--- src/rtl/tunnel_record_deframer_assert.svh ---
// ----------------------------------------------------------------------------
// tunnel record deframer assertion macros
// shared checks, clocked on aclk and held off while aresetn is low
// ----------------------------------------------------------------------------
`ifndef TUNNEL_RECORD_DEFRAMER_ASSERT_SVH
`define TUNNEL_RECORD_DEFRAMER_ASSERT_SVH

// condition holds at every edge out of reset
`define TRD_ASSERT_ALWAYS(label, cond, msg) \
    label: assert property (@(posedge aclk) disable iff (!aresetn) (cond)) \
        else $error(msg);

// consequent holds in the cycle after the antecedent
`define TRD_ASSERT_NEXT(label, ante, cons, msg) \
    label: assert property (@(posedge aclk) disable iff (!aresetn) (ante) |=> (cons)) \
        else $error(msg);

`endif

--- src/rtl/trd_pkg.sv ---
// ----------------------------------------------------------------------------
// trd_pkg
// shared types and constants of the tunnel record deframer
// ----------------------------------------------------------------------------
package trd_pkg;

    // record framing
    localparam logic [7:0]  LabelByte   = 8'h10;
    localparam int          HeaderBytes = 6;
    localparam logic [15:0] CapReset    = 16'd2008;

    // command queue between front and back (depth a power of two)
    localparam int QueueDepth = 8;
    localparam int QueuePtrW  = $clog2(QueueDepth);
    localparam int QueueCntW  = $clog2(QueueDepth + 1);

    // result kind carried on tuser
    typedef enum logic [1:0] {
        ST_RECORD   = 2'd0,
        ST_BADLABEL = 2'd1,
        ST_OVERSIZE = 2'd2
    } trd_status_t;

    // one queued command: either a single result word or a six-byte header
    // data holds {length, type} for a header, the payload byte in the low bits for a payload word, zero otherwise
    typedef struct packed {
        logic        hdr;
        logic        last;
        trd_status_t status;
        logic [47:0] data;
    } trd_entry_t;

    // front to queue
    typedef struct packed {
        logic       valid;
        trd_entry_t entry;
    } trd_push_t;

    // queue to back
    typedef struct packed {
        logic       valid;
        trd_entry_t entry;
    } trd_head_t;

endpackage

--- src/rtl/trd_front.sv ---
// ----------------------------------------------------------------------------
// trd_front
// label hunt, header collection and capacity check; queues one command per
// result-bearing input word
// ----------------------------------------------------------------------------
module trd_front import trd_pkg::*; (
    input  logic        aclk,
    input  logic        aresetn,
    input  logic        s_tvalid,
    output logic        s_tready,
    input  logic [7:0]  s_tdata,     // [7:0] data_byte
    input  logic        cfg_valid,
    output logic        cfg_ready,
    input  logic [15:0] cfg_data,    // [15:0] output_capacity
    input  logic        q_full,
    output trd_push_t   push
);

    typedef enum logic [4:0] {
        PH_HUNT0   = 5'b00001,
        PH_HUNT1   = 5'b00010,
        PH_HEADER  = 5'b00100,
        PH_PAYLOAD = 5'b01000,
        PH_SKIP    = 5'b10000
    } trd_phase_t;

    trd_phase_t  phase_reg, phase_next;
    logic [2:0]  hpos_reg, hpos_next;
    logic [15:0] type_reg, type_next;
    logic [23:0] len_reg, len_next;
    logic [31:0] rem_reg, rem_next;
    logic [15:0] cap_reg;

    logic        accept;
    logic [31:0] len_full;
    logic [32:0] total;
    logic        oversize;
    logic [31:0] rem_dec;

    assign s_tready  = !q_full;
    assign cfg_ready = 1'b1;
    assign accept    = s_tvalid && s_tready;

    // capacity register
    always_ff @(posedge aclk) begin
        if (!aresetn) begin
            cap_reg <= CapReset;
        end else if (cfg_valid && cfg_ready) begin
            cap_reg <= cfg_data;
        end
    end

    // capacity check on the full header
    assign len_full = {s_tdata, len_reg};
    assign total    = {1'b0, len_full} + 33'(HeaderBytes);
    assign oversize = total > {17'b0, cap_reg};
    assign rem_dec  = (rem_reg == 32'd0) ? 32'd0 : rem_reg - 32'd1;

    // parser
    always_comb begin
        phase_next = phase_reg;
        hpos_next  = hpos_reg;
        type_next  = type_reg;
        len_next   = len_reg;
        rem_next   = rem_reg;
        push       = '0;
        if (accept) begin
            case (phase_reg)
                PH_HUNT1: begin
                    if (s_tdata == LabelByte) begin
                        phase_next = PH_HEADER;
                        hpos_next  = 3'd0;
                    end else begin
                        push.valid        = 1'b1;
                        push.entry.status = ST_BADLABEL;
                        push.entry.last   = 1'b1;
                        phase_next        = PH_HUNT0;
                    end
                end
                PH_HEADER: begin
                    hpos_next = hpos_reg + 3'd1;
                    case (hpos_reg)
                        3'd0: type_next[7:0]   = s_tdata;
                        3'd1: type_next[15:8]  = s_tdata;
                        3'd2: len_next[7:0]    = s_tdata;
                        3'd3: len_next[15:8]   = s_tdata;
                        3'd4: len_next[23:16]  = s_tdata;
                        default: begin
                            // last length byte: decide the record
                            hpos_next   = 3'd0;
                            rem_next    = len_full;
                            push.valid  = 1'b1;
                            if (oversize) begin
                                push.entry.status = ST_OVERSIZE;
                                push.entry.last   = 1'b1;
                                phase_next = (len_full == 32'd0) ? PH_HUNT0 : PH_SKIP;
                            end else begin
                                push.entry.hdr    = 1'b1;
                                push.entry.status = ST_RECORD;
                                push.entry.last   = (len_full == 32'd0);
                                push.entry.data   = {len_full, type_reg};
                                phase_next = (len_full == 32'd0) ? PH_HUNT0 : PH_PAYLOAD;
                            end
                        end
                    endcase
                end
                PH_PAYLOAD: begin
                    rem_next          = rem_dec;
                    push.valid        = 1'b1;
                    push.entry.status = ST_RECORD;
                    push.entry.last   = (rem_dec == 32'd0);
                    push.entry.data   = {40'b0, s_tdata};
                    if (rem_dec == 32'd0) begin
                        phase_next = PH_HUNT0;
                    end
                end
                PH_SKIP: begin
                    rem_next = rem_dec;
                    if (rem_dec == 32'd0) begin
                        phase_next = PH_HUNT0;
                    end
                end
                default: begin
                    // hunting for the first label byte
                    if (s_tdata == LabelByte) begin
                        phase_next = PH_HUNT1;
                    end else begin
                        push.valid        = 1'b1;
                        push.entry.status = ST_BADLABEL;
                        push.entry.last   = 1'b1;
                        phase_next        = PH_HUNT0;
                    end
                end
            endcase
        end
    end

    // parser state
    always_ff @(posedge aclk) begin
        if (!aresetn) begin
            phase_reg <= PH_HUNT0;
            hpos_reg  <= 3'd0;
            rem_reg   <= 32'd0;
        end else begin
            phase_reg <= phase_next;
            hpos_reg  <= hpos_next;
            rem_reg   <= rem_next;
        end
    end

    // header bytes collected so far
    always_ff @(posedge aclk) begin
        type_reg <= type_next;
        len_reg  <= len_next;
    end

endmodule

--- src/rtl/trd_queue.sv ---
// ----------------------------------------------------------------------------
// trd_queue
// short command queue between the parser and the output side
// ----------------------------------------------------------------------------
`include "tunnel_record_deframer_assert.svh"

module trd_queue import trd_pkg::*; (
    input  logic      aclk,
    input  logic      aresetn,
    input  trd_push_t push,
    output logic      full,
    output trd_head_t head,
    input  logic      pop
);

    trd_entry_t             entry_reg [QueueDepth];
    logic [QueuePtrW-1:0]   wr_ptr_reg, rd_ptr_reg;
    logic [QueueCntW-1:0]   count_reg, count_next;

    assign full       = (count_reg == QueueCntW'(QueueDepth));
    assign head.valid = (count_reg != '0);
    assign head.entry = entry_reg[rd_ptr_reg];

    // occupancy
    always_comb begin
        case ({push.valid, pop})
            2'b10:   count_next = count_reg + 1'b1;
            2'b01:   count_next = count_reg - 1'b1;
            default: count_next = count_reg;
        endcase
    end

    // pointers wrap on their own width
    always_ff @(posedge aclk) begin
        if (!aresetn) begin
            wr_ptr_reg <= '0;
            rd_ptr_reg <= '0;
            count_reg  <= '0;
        end else begin
            if (push.valid) begin
                wr_ptr_reg <= wr_ptr_reg + 1'b1;
            end
            if (pop) begin
                rd_ptr_reg <= rd_ptr_reg + 1'b1;
            end
            count_reg <= count_next;
        end
    end

    // storage
    always_ff @(posedge aclk) begin
        if (push.valid) begin
            entry_reg[wr_ptr_reg] <= push.entry;
        end
    end

    `TRD_ASSERT_ALWAYS(a_no_push_full, !(push.valid && full), "push into full queue")
    `TRD_ASSERT_ALWAYS(a_no_pop_empty, !(pop && !head.valid), "pop from empty queue")
    `TRD_ASSERT_NEXT(a_count_up, push.valid && !pop, count_reg == $past(count_reg) + 1'b1, "queue count lost a push")

endmodule

--- src/rtl/trd_back.sv ---
// ----------------------------------------------------------------------------
// trd_back
// expands queued commands into result words and holds the output register
// ----------------------------------------------------------------------------
`include "tunnel_record_deframer_assert.svh"

module trd_back import trd_pkg::*; (
    input  logic       aclk,
    input  logic       aresetn,
    input  trd_head_t  head,
    output logic       pop,
    output logic       m_tvalid,
    input  logic       m_tready,
    output logic [7:0] m_tdata,   // [7:0] out_byte
    output logic [1:0] m_tuser,   // [1:0] status
    output logic       m_tlast    // last
);

    logic        m_valid_reg, m_valid_next;
    logic [7:0]  m_data_reg, m_data_next;
    trd_status_t m_user_reg, m_user_next;
    logic        m_last_reg, m_last_next;

    logic        busy_reg, busy_next;
    logic [2:0]  pos_reg, pos_next;
    logic [47:0] hdr_data_reg, hdr_data_next;
    logic        hdr_last_reg, hdr_last_next;

    logic        load;
    logic [7:0]  hdr_byte;

    // header byte at the current position
    always_comb begin
        case (pos_reg)
            3'd0:    hdr_byte = hdr_data_reg[7:0];
            3'd1:    hdr_byte = hdr_data_reg[15:8];
            3'd2:    hdr_byte = hdr_data_reg[23:16];
            3'd3:    hdr_byte = hdr_data_reg[31:24];
            3'd4:    hdr_byte = hdr_data_reg[39:32];
            default: hdr_byte = hdr_data_reg[47:40];
        endcase
    end

    assign load = !m_valid_reg || m_tready;

    // next word: continue a header or take the queue head
    always_comb begin
        m_valid_next  = m_valid_reg;
        m_data_next   = m_data_reg;
        m_user_next   = m_user_reg;
        m_last_next   = m_last_reg;
        busy_next     = busy_reg;
        pos_next      = pos_reg;
        hdr_data_next = hdr_data_reg;
        hdr_last_next = hdr_last_reg;
        pop           = 1'b0;
        if (load) begin
            m_valid_next = 1'b0;
            if (busy_reg) begin
                m_valid_next = 1'b1;
                m_data_next  = hdr_byte;
                m_user_next  = ST_RECORD;
                m_last_next  = (pos_reg == 3'(HeaderBytes - 1)) && hdr_last_reg;
                pos_next     = pos_reg + 3'd1;
                busy_next    = (pos_reg != 3'(HeaderBytes - 1));
            end else if (head.valid) begin
                pop          = 1'b1;
                m_valid_next = 1'b1;
                m_data_next  = head.entry.data[7:0];
                m_user_next  = head.entry.status;
                if (head.entry.hdr) begin
                    m_last_next   = 1'b0;
                    busy_next     = 1'b1;
                    pos_next      = 3'd1;
                    hdr_data_next = head.entry.data;
                    hdr_last_next = head.entry.last;
                end else begin
                    m_last_next = head.entry.last;
                end
            end
        end
    end

    // control
    always_ff @(posedge aclk) begin
        if (!aresetn) begin
            m_valid_reg <= 1'b0;
            busy_reg    <= 1'b0;
            pos_reg     <= 3'd0;
        end else begin
            m_valid_reg <= m_valid_next;
            busy_reg    <= busy_next;
            pos_reg     <= pos_next;
        end
    end

    // payload
    always_ff @(posedge aclk) begin
        m_data_reg   <= m_data_next;
        m_user_reg   <= m_user_next;
        m_last_reg   <= m_last_next;
        hdr_data_reg <= hdr_data_next;
        hdr_last_reg <= hdr_last_next;
    end

    assign m_tvalid = m_valid_reg;
    assign m_tdata  = m_data_reg;
    assign m_tuser  = m_user_reg;
    assign m_tlast  = m_last_reg;

    `TRD_ASSERT_ALWAYS(a_pos_range, !busy_reg || ((pos_reg != 3'd0) && (pos_reg < 3'(HeaderBytes))), "header position out of range")

endmodule

--- src/rtl/tunnel_record_deframer.sv ---
// ----------------------------------------------------------------------------
// tunnel_record_deframer
// strips labels from a byte stream of tunnel records and forwards type,
// length and payload, flagging bad labels and oversize records
//
//   channel  direction  handshake            contents
//   s_       in         s_tvalid / s_tready  tdata[7:0] data_byte
//   m_       out        m_tvalid / m_tready  tdata[7:0] out_byte,
//                                            tuser[1:0] status, tlast last
//   cfg_     in         cfg_valid/cfg_ready  cfg_data[15:0] output_capacity
//
// one input word per cycle while s_tready is high; a header becomes six output
// words in the output stage, absorbed by the eight-entry command queue
// the queue slot is written when the input word is accepted; the output register
// loads from the queue head when it is free and no header is being expanded
// s_tready falls only when the command queue is full; cfg_ready is always high
// aresetn is synchronous; it clears parser, queue and output state and
// restores the capacity to 2008
// ----------------------------------------------------------------------------
module tunnel_record_deframer import trd_pkg::*; (
    input  logic        aclk,
    input  logic        aresetn,
    input  logic        s_tvalid,
    output logic        s_tready,
    input  logic [7:0]  s_tdata,    // [7:0] data_byte
    output logic        m_tvalid,
    input  logic        m_tready,
    output logic [7:0]  m_tdata,    // [7:0] out_byte
    output logic [1:0]  m_tuser,    // [1:0] status
    output logic        m_tlast,
    input  logic        cfg_valid,
    output logic        cfg_ready,
    input  logic [15:0] cfg_data    // [15:0] output_capacity
);

    trd_push_t push;
    trd_head_t head;
    logic      q_full;
    logic      pop;

    // parser
    trd_front u_front (
        .aclk      (aclk),
        .aresetn   (aresetn),
        .s_tvalid  (s_tvalid),
        .s_tready  (s_tready),
        .s_tdata   (s_tdata),
        .cfg_valid (cfg_valid),
        .cfg_ready (cfg_ready),
        .cfg_data  (cfg_data),
        .q_full    (q_full),
        .push      (push)
    );

    // command queue
    trd_queue u_queue (
        .aclk    (aclk),
        .aresetn (aresetn),
        .push    (push),
        .full    (q_full),
        .head    (head),
        .pop     (pop)
    );

    // output side
    trd_back u_back (
        .aclk     (aclk),
        .aresetn  (aresetn),
        .head     (head),
        .pop      (pop),
        .m_tvalid (m_tvalid),
        .m_tready (m_tready),
        .m_tdata  (m_tdata),
        .m_tuser  (m_tuser),
        .m_tlast  (m_tlast)
    );

endmodule
--- config.mk ---
export PLATFORM = sky130hd
export DESIGN_NAME = tunnel_record_deframer
export DESIGN_NICKNAME = d
export VERILOG_FILES = /design/src/rtl/trd_pkg.sv /design/src/rtl/trd_front.sv /design/src/rtl/trd_queue.sv /design/src/rtl/trd_back.sv /design/src/rtl/tunnel_record_deframer.sv
export VERILOG_INCLUDE_DIRS = /design/src /design/src/rtl
export SDC_FILE = /design/constraint.sdc
export NUM_CORES = 1
export LEC_CHECK = 0
export BUFFER_PORTS_ARGS = -buffer_cell sky130_fd_sc_hd__buf_2
export CAP_MARGIN = 20
export CORE_MARGIN = 5
export CORE_UTILIZATION = 52
export DETAILED_ROUTE_END_ITERATION = 10
export PLACE_DENSITY = 0.65
export SETUP_SLACK_MARGIN = 0.1
export SLEW_MARGIN = 30
export SYNTH_ARGS = -nofsm -noshare
export SYNTH_HDL_FRONTEND = slang
export SYNTH_SLANG_ARGS = --single-unit
--- constraint.sdc ---
create_clock -name aclk -period 11.4 [get_ports aclk]
set_clock_uncertainty 0.15 [all_clocks]
set_input_delay 1.14 -clock aclk [delete_from_list [all_inputs] [get_ports aclk]]
set_output_delay 1.14 -clock aclk [all_outputs]
set_load 0.1 [all_outputs]
Yosys cells after proc, flatten, opt, wreduce, memory -nomap -nowiden
Memory sizes are Yosys's and may differ from the RTL's. A register that Yosys moved wholly into a read port is not among the register bits.
Index checks and enable logic that the tools add are counted.
{ "classes": {"addsub": 8, "n_lt_le_gt_ge": 1, "n_eq_ne": 21, "n_mux": 47, "bitwise_logic": 1, "n_reduce_logical": 29} }
{ "ops": {"columns": ["operator", "count"], "rows": [
  ["53-bit two-way mux", 2],
  ["32-bit zero test", 3],
  ["48-bit case mux with 2 select lines", 1],
  ["32-bit two-way mux", 2],
  ["32-bit case mux with 2 select lines", 1],
  ["48-bit two-way mux", 1],
  ["8-bit case mux with 5 select lines", 1],
  ["32-bit by 3-bit adder with 33-bit output (second input constant)", 1],
  ["33-bit by 16-bit > comparator with 1-bit output", 1],
  ["32-bit by 1-bit subtractor with 32-bit output (second input constant)", 1],
  ["3-bit two-way mux", 10],
  ["3-bit AND reduction", 9],
  ["5-bit two-way mux", 4],
  ["8-bit two-way mux", 2],
  ["1-bit two-way mux", 15],
  ["5-bit case mux with 3 select lines", 1],
  ["3-bit by 1-bit adder with 3-bit output (second input constant)", 4],
  ["3-bit by 2-bit equality test with 1-bit output (second input constant)", 4],
  ["2-bit nonzero test", 5],
  ["3-bit equality test (second input constant)", 3],
  ["3-bit case mux with 3 select lines", 1],
  ["8-bit by 5-bit equality test with 1-bit output (second input constant)", 1],
  ["4-bit case mux with 2 select lines", 1],
  ["3-bit by 1-bit equality test with 1-bit output (second input constant)", 2],
  ["other kinds (26)", 31]
]} }
{ "word_totals": {"reg_bits": 171, "mem_bits_rw": 416, "inputBits": 29, "out_inout_bits": 14, "elab_cells": 128, "n_memories": 1} }
{ "memory_table": {"columns": ["memory", "words", "word_bits", "read_ports", "rd_clocked_by_memory_dff", "wr", "line_no", "rtl"], "rows": [
  ["u_queue.entry_reg", 8, 52, 1, 1, 1, "trd_queue.sv:16", "trd_entry_t entry_reg [QueueDepth];"]
]} }

Longest topological paths before layout
{ "depth": {"word_depth": 8, "ltp_mapped": 16, "ltp_nobuf": 14} }

Cells and area by module
A second synthesis with hierarchy kept.
{ "unflattened": {"cells_unflattened": 1583, "area_unflattened_um2": 25152.9} }
{ "by_module_without_submodules": {"columns": ["module", "n_inst", "cells_per_inst", "area_each_um2", "seq_area_each_um2"], "rows": [
  ["trd_queue", 1, 672, 16295.6, 12752.2],
  ["trd_front", 1, 748, 6261.0, 2322.2],
  ["trd_back", 1, 163, 2596.2, 1901.8]
]} }

Worst setup path before layout
OpenSTA, ideal clock, no wires.
{ "synth_timing": {"kind": "input-to-reg", "start": "input s_tdata[5]", "end": "memory u_queue.entry_reg[1][0] (netlist bit) (enable)", "setup_time_ns": 0.609, "t_arrival_ns": 7.605, "t_required_ns": 10.641, "slack_ns": 3.036, "stages": 8, "path_buffers": 2, "path_cell_list": "clkbuf_1 -> nor4_1 -> and3_1 -> o21ai_0 -> nand2_1 -> a21o_1 -> clkbuf_1 -> nor4b_1"} }
{ "synth_between": {"elab_chain_cells": 6} }
{ "synth_rtl": {"columns": ["element", "line_no", "rtl"], "rows": [
  ["from (decl)", "tunnel_record_deframer.sv:25", "input logic [7:0] s_tdata,"],
  ["8-bit by 5-bit equality test with 1-bit output", "trd_front.sv:70, trd_front.sv:125", null],
  ["1-bit two-way mux", "trd_front.sv:70, trd_front.sv:125", null],
  ["1-bit case mux with 3 select lines", "trd_front.sv:68", "case (phase_reg)"],
  ["53-bit two-way mux", "trd_front.sv:67", "if (accept) begin"],
  ["1-bit two-way mux", "trd_queue.sv:52", "if (push.valid) begin"],
  ["1-bit two-way mux (implied by the code)", "trd_queue.sv:53", "entry_reg[wr_ptr_reg] <= push.entry;"],
  ["to (decl)", "trd_queue.sv:16", null]
]} }
No other way between the ends.

==> metrics.cfg <==
[detailed_routing]
route.detailed.drc = 0
avgViaCountPerCell = 5.83
wirelength_um = 53700
first_pass_iters = 5
vias = 13854
drt-wirelength-per-cell_um = 22.6
drt.antenna.violating_nets = 0
drt_iter0_markers = 1195

[timing]
setup_viol = 0
tns_ns = 0
rsz0062_at_grt = false
max_slew.worst_pin.slew_ns = 1.00
hold_violations = 0
period_needed_ns = 4.44
max_freq_mhz = 225
slew_viol_final = 0
final.period_utilization = 0.389
maxSlewHeadroom = 0.329

[finish]
finish.net_count = 1777
diodes = 0
largest_reg_flops = 416
final_cells = 2377
area_growth_pct = 12.9
drive_gt1_frac = 0.191

[clocking]
clk_pin_slew_worst_paths_ns = 0.07
cts_setup_buffers = 0
root_buffer = clkbuf_16
cts_buffers = 58
cts_resized = 0
h-tree-depth = 2
cts_sinks = 590
cts_hold_buffers = 0
cts_tree = done
cts_buffer_depth = 3
clock_latency_ns = 0.60

[min_path]
holdCritPathClass = register to register
hold-path-cell-count = 2
holdPathEnd = u_front.cap_reg[4]
min_from = u_front.cap_reg[4]

[critical_path]
worstPathArrival_ns = 4.69
r2r_slack_ns = 6.96
crit_slowest_cell = and3_2
cpLargestDelayFamily = simple AND/OR/NAND/NOR gates
r2r_cells = 13
path_cells = inv_1, ha_1, nor3_1, nand4_1, xnor2_1, ha_1, a21oi_1, o21ai_0, a211oi_1, o21ai_0, o211ai_1, and3_2, a22o_1
cp-start-kind = register
worstReg2RegStart = u_front.len_reg[1]
worstPathMaxFanout = 41
worst-path-buf-inv = 1
r2r-end = u_queue.entry_reg[5][6]
cpPeakStageDelay_ns = 0.87
crit_type = register to register
end_kind = register
cp.required_ns = 11.65

[placed_design]
hpwlAfterDp_um = 31400
io_buffers = 41
gp_congestion = 0.885
place_inst = 2268

[job]
cap_violations = 0

[power_and_ir_drop]
vdd_drop_max_mv = 0.142
p_leak_uw = 0.00974
p_per_area_nw_per_um2 = 200

[floorplan]
row_count = 80
core_sq_um = 47500
die_area_sq_um = 52300
start_util = 0.523
die_h_um = 229
die_w_um = 229
ios = 43

[synth]
yosys_warnings = 0
ys_ff_latch = 590
syn_area_sq_um = 24900
ys_seq_area_frac = 0.683
synth_cells = 1563
synth_ff_type = edfxtp_1
ys_types = 73
syn_avg_cell_area_sq_um = 15.9
synth_edf_count = 516
synthArstFlopShare = 0

[global_routing]
grt_pass1_vias = 14222
grt_max_degree = 53
antenna_found_initial = 0
grt_first_pass_wirelength_um = 83600
grtUsageTotal = 0.205
grt_overflow = 0

[run_status]
status = completed

[final cells by class]
class | count | area, sq um
Timing Repair Buffer | 61 | 368
Clock inverter | 32 | 343
Multi-Input combinational cell | 961 | 7890
Inverter | 42 | 158
Fill cell | 3601 | 19500
Sequential cell | 590 | 17000
Tap cell | 615 | 769
Clock buffer | 76 | 1540
[worst register-to-register path: stages, from the launching register on]
cell and delay (ns):
edfxtp_1 0.43, inv_1 0.11, ha_1 0.29, nor3_1 0.44
nand4_1 0.17, xnor2_1 0.17, ha_1 0.32, a21oi_1 0.14
o21ai_0 0.11, a211oi_1 0.24, o21ai_0 0.12, o211ai_1 0.23
and3_2 0.87, a22o_1 0.45
[where the power goes]
| group | total (uW) | switching [uW] | internal, uW |
|---|---|---|---|
| Combinational | 1050 | 629 | 422 |
| Clock | 1880 | 786 | 1090 |
| Sequential | 2690 | 117 | 2580 |
[routing by layer]
metal / vias to the layer above / part of all wire / wire [um] / track usage
li1: 6351 / - / - / -
met4: 0 / 0.022 / 1190 / 0.0495
met5: - / 0 / 0 / 0
met2: 396 / 0.50 / 27100 / 0.352
met3: 87 / 0.052 / 2780 / 0.0314
met1: 7020 / 0.42 / 22700 / 0.281
[synth_stat cells (4+ instances only)]
| library cell | instances | area, sq um |
|---|---|---|
| a21o_1 | 5 | 37.5 |
| buf_1 | 12 | 45.0 |
| xnor2_1 | 23 | 201 |
| or3_1 | 9 | 56.3 |
| mux2i_1 | 22 | 220 |
| or2_2 | 9 | 56.3 |
| nand2_1 | 73 | 274 |
| ha_1 | 33 | 413 |
| a22oi_1 | 21 | 158 |
| nand4_1 | 20 | 125 |
| dfxtp_1 | 74 | 1480 |
| a21boi_0 | 4 | 30.0 |
| xor2_1 | 10 | 87.6 |
| a31oi_1 | 4 | 25.0 |
| o21ai_0 | 48 | 240 |
| o211ai_1 | 22 | 165 |
| nor4_1 | 26 | 163 |
| edfxtp_1 | 516 | 15500 |
| nor2b_1 | 25 | 156 |
| nor3b_1 | 5 | 37.5 |
| o211a_1 | 7 | 70.1 |
| a222oi_1 | 8 | 80.1 |
| nor2_1 | 82 | 308 |
| a211oi_1 | 6 | 45.0 |
| a22o_1 | 8 | 70.1 |
| buf_2 | 4 | 20.0 |
| mux2_2 | 52 | 586 |
| nand3_1 | 24 | 120 |
| and2_1 | 40 | 250 |
| and3_1 | 11 | 68.8 |
| nor3_1 | 35 | 175 |
| or4_1 | 4 | 30.0 |
| inv_1 | 41 | 154 |
| and4_1 | 5 | 43.8 |
| mux4_2 | 104 | 2340 |
| o31ai_1 | 5 | 37.5 |
| a21oi_1 | 41 | 205 |
| clkbuf_1 | 68 | 255 |
[logic make-up after synthesis]
group                    Yosys count  share of synthesized area
multiplexers                     178                      0.127
flip-flops                       590                      0.683
XOR/XNOR                          33                     0.0116
AND/OR/NAND/NOR                  386                     0.0816
adder cells (fa/ha/maj)           34                     0.0174
AO/OA/AOI/OAI                    209                     0.0582
other                              2                   0.000302
buffers and inverters            131                     0.0210
[cell usage in the layout (no fill, tap or decap), types with 6 or more instances in the layout]
master / n
or2_2: 9
bufinv_16: 6
a222oi_1: 8
mux2i_1: 22
nand3_1: 24
clkbuf_1: 17
o211ai_1: 22
nor2_1: 80
mux2_2: 52
edfxtp_1: 516
a22o_1: 8
inv_1: 41
nor2b_1: 25
nor3_2: 7
nand4_1: 20
clkbuf_16: 59
clkinv_1: 10
xnor2_1: 23
clkinv_2: 9
conb_1: 121
dfxtp_1: 71
buf_4: 19
nor4_1: 23
a21oi_1: 40
buf_2: 41
ha_1: 33
nand2_1: 73
and2_1: 39
and3_1: 10
o211a_1: 7
nor3_1: 29
or3_1: 9
xor2_1: 10
o21ai_0: 48
a211oi_1: 6
mux4_2: 104
a22oi_1: 21
[through the flow]
step	area (sq um)	hold WS (ns)	setup slack, ns	power (uW)	utilization
after floorplan	25300	0.311	3.04	3510	-
after global placement	26100	0.328	7.07	3780	0.549
after detailed placement	26100	0.337	6.98	3790	0.550
after CTS	28000	0.345	6.93	5680	0.589
after global routing	28100	0.373	6.69	5870	0.590
final	28100	0.340	6.96	5620	0.590
[how the worst max path moves through the flow]
stage                     depth (start not counted)  slack [ns]                       to                from
after floorplan                                   8        3.04  u_queue.entry_reg[1][0]          s_tdata[5]
after global placement                            9        7.07  u_queue.entry_reg[0][6]          s_tdata[1]
after detailed placement                         13        6.98  u_queue.entry_reg[0][6]  u_front.len_reg[1]
after CTS                                        13        6.93  u_queue.entry_reg[0][4]  u_front.len_reg[1]
after global routing                             13        6.69  u_queue.entry_reg[0][4]  u_front.len_reg[1]
final                                            13        6.96  u_queue.entry_reg[5][6]  u_front.len_reg[1]
(Power assumes the default switching activity.)
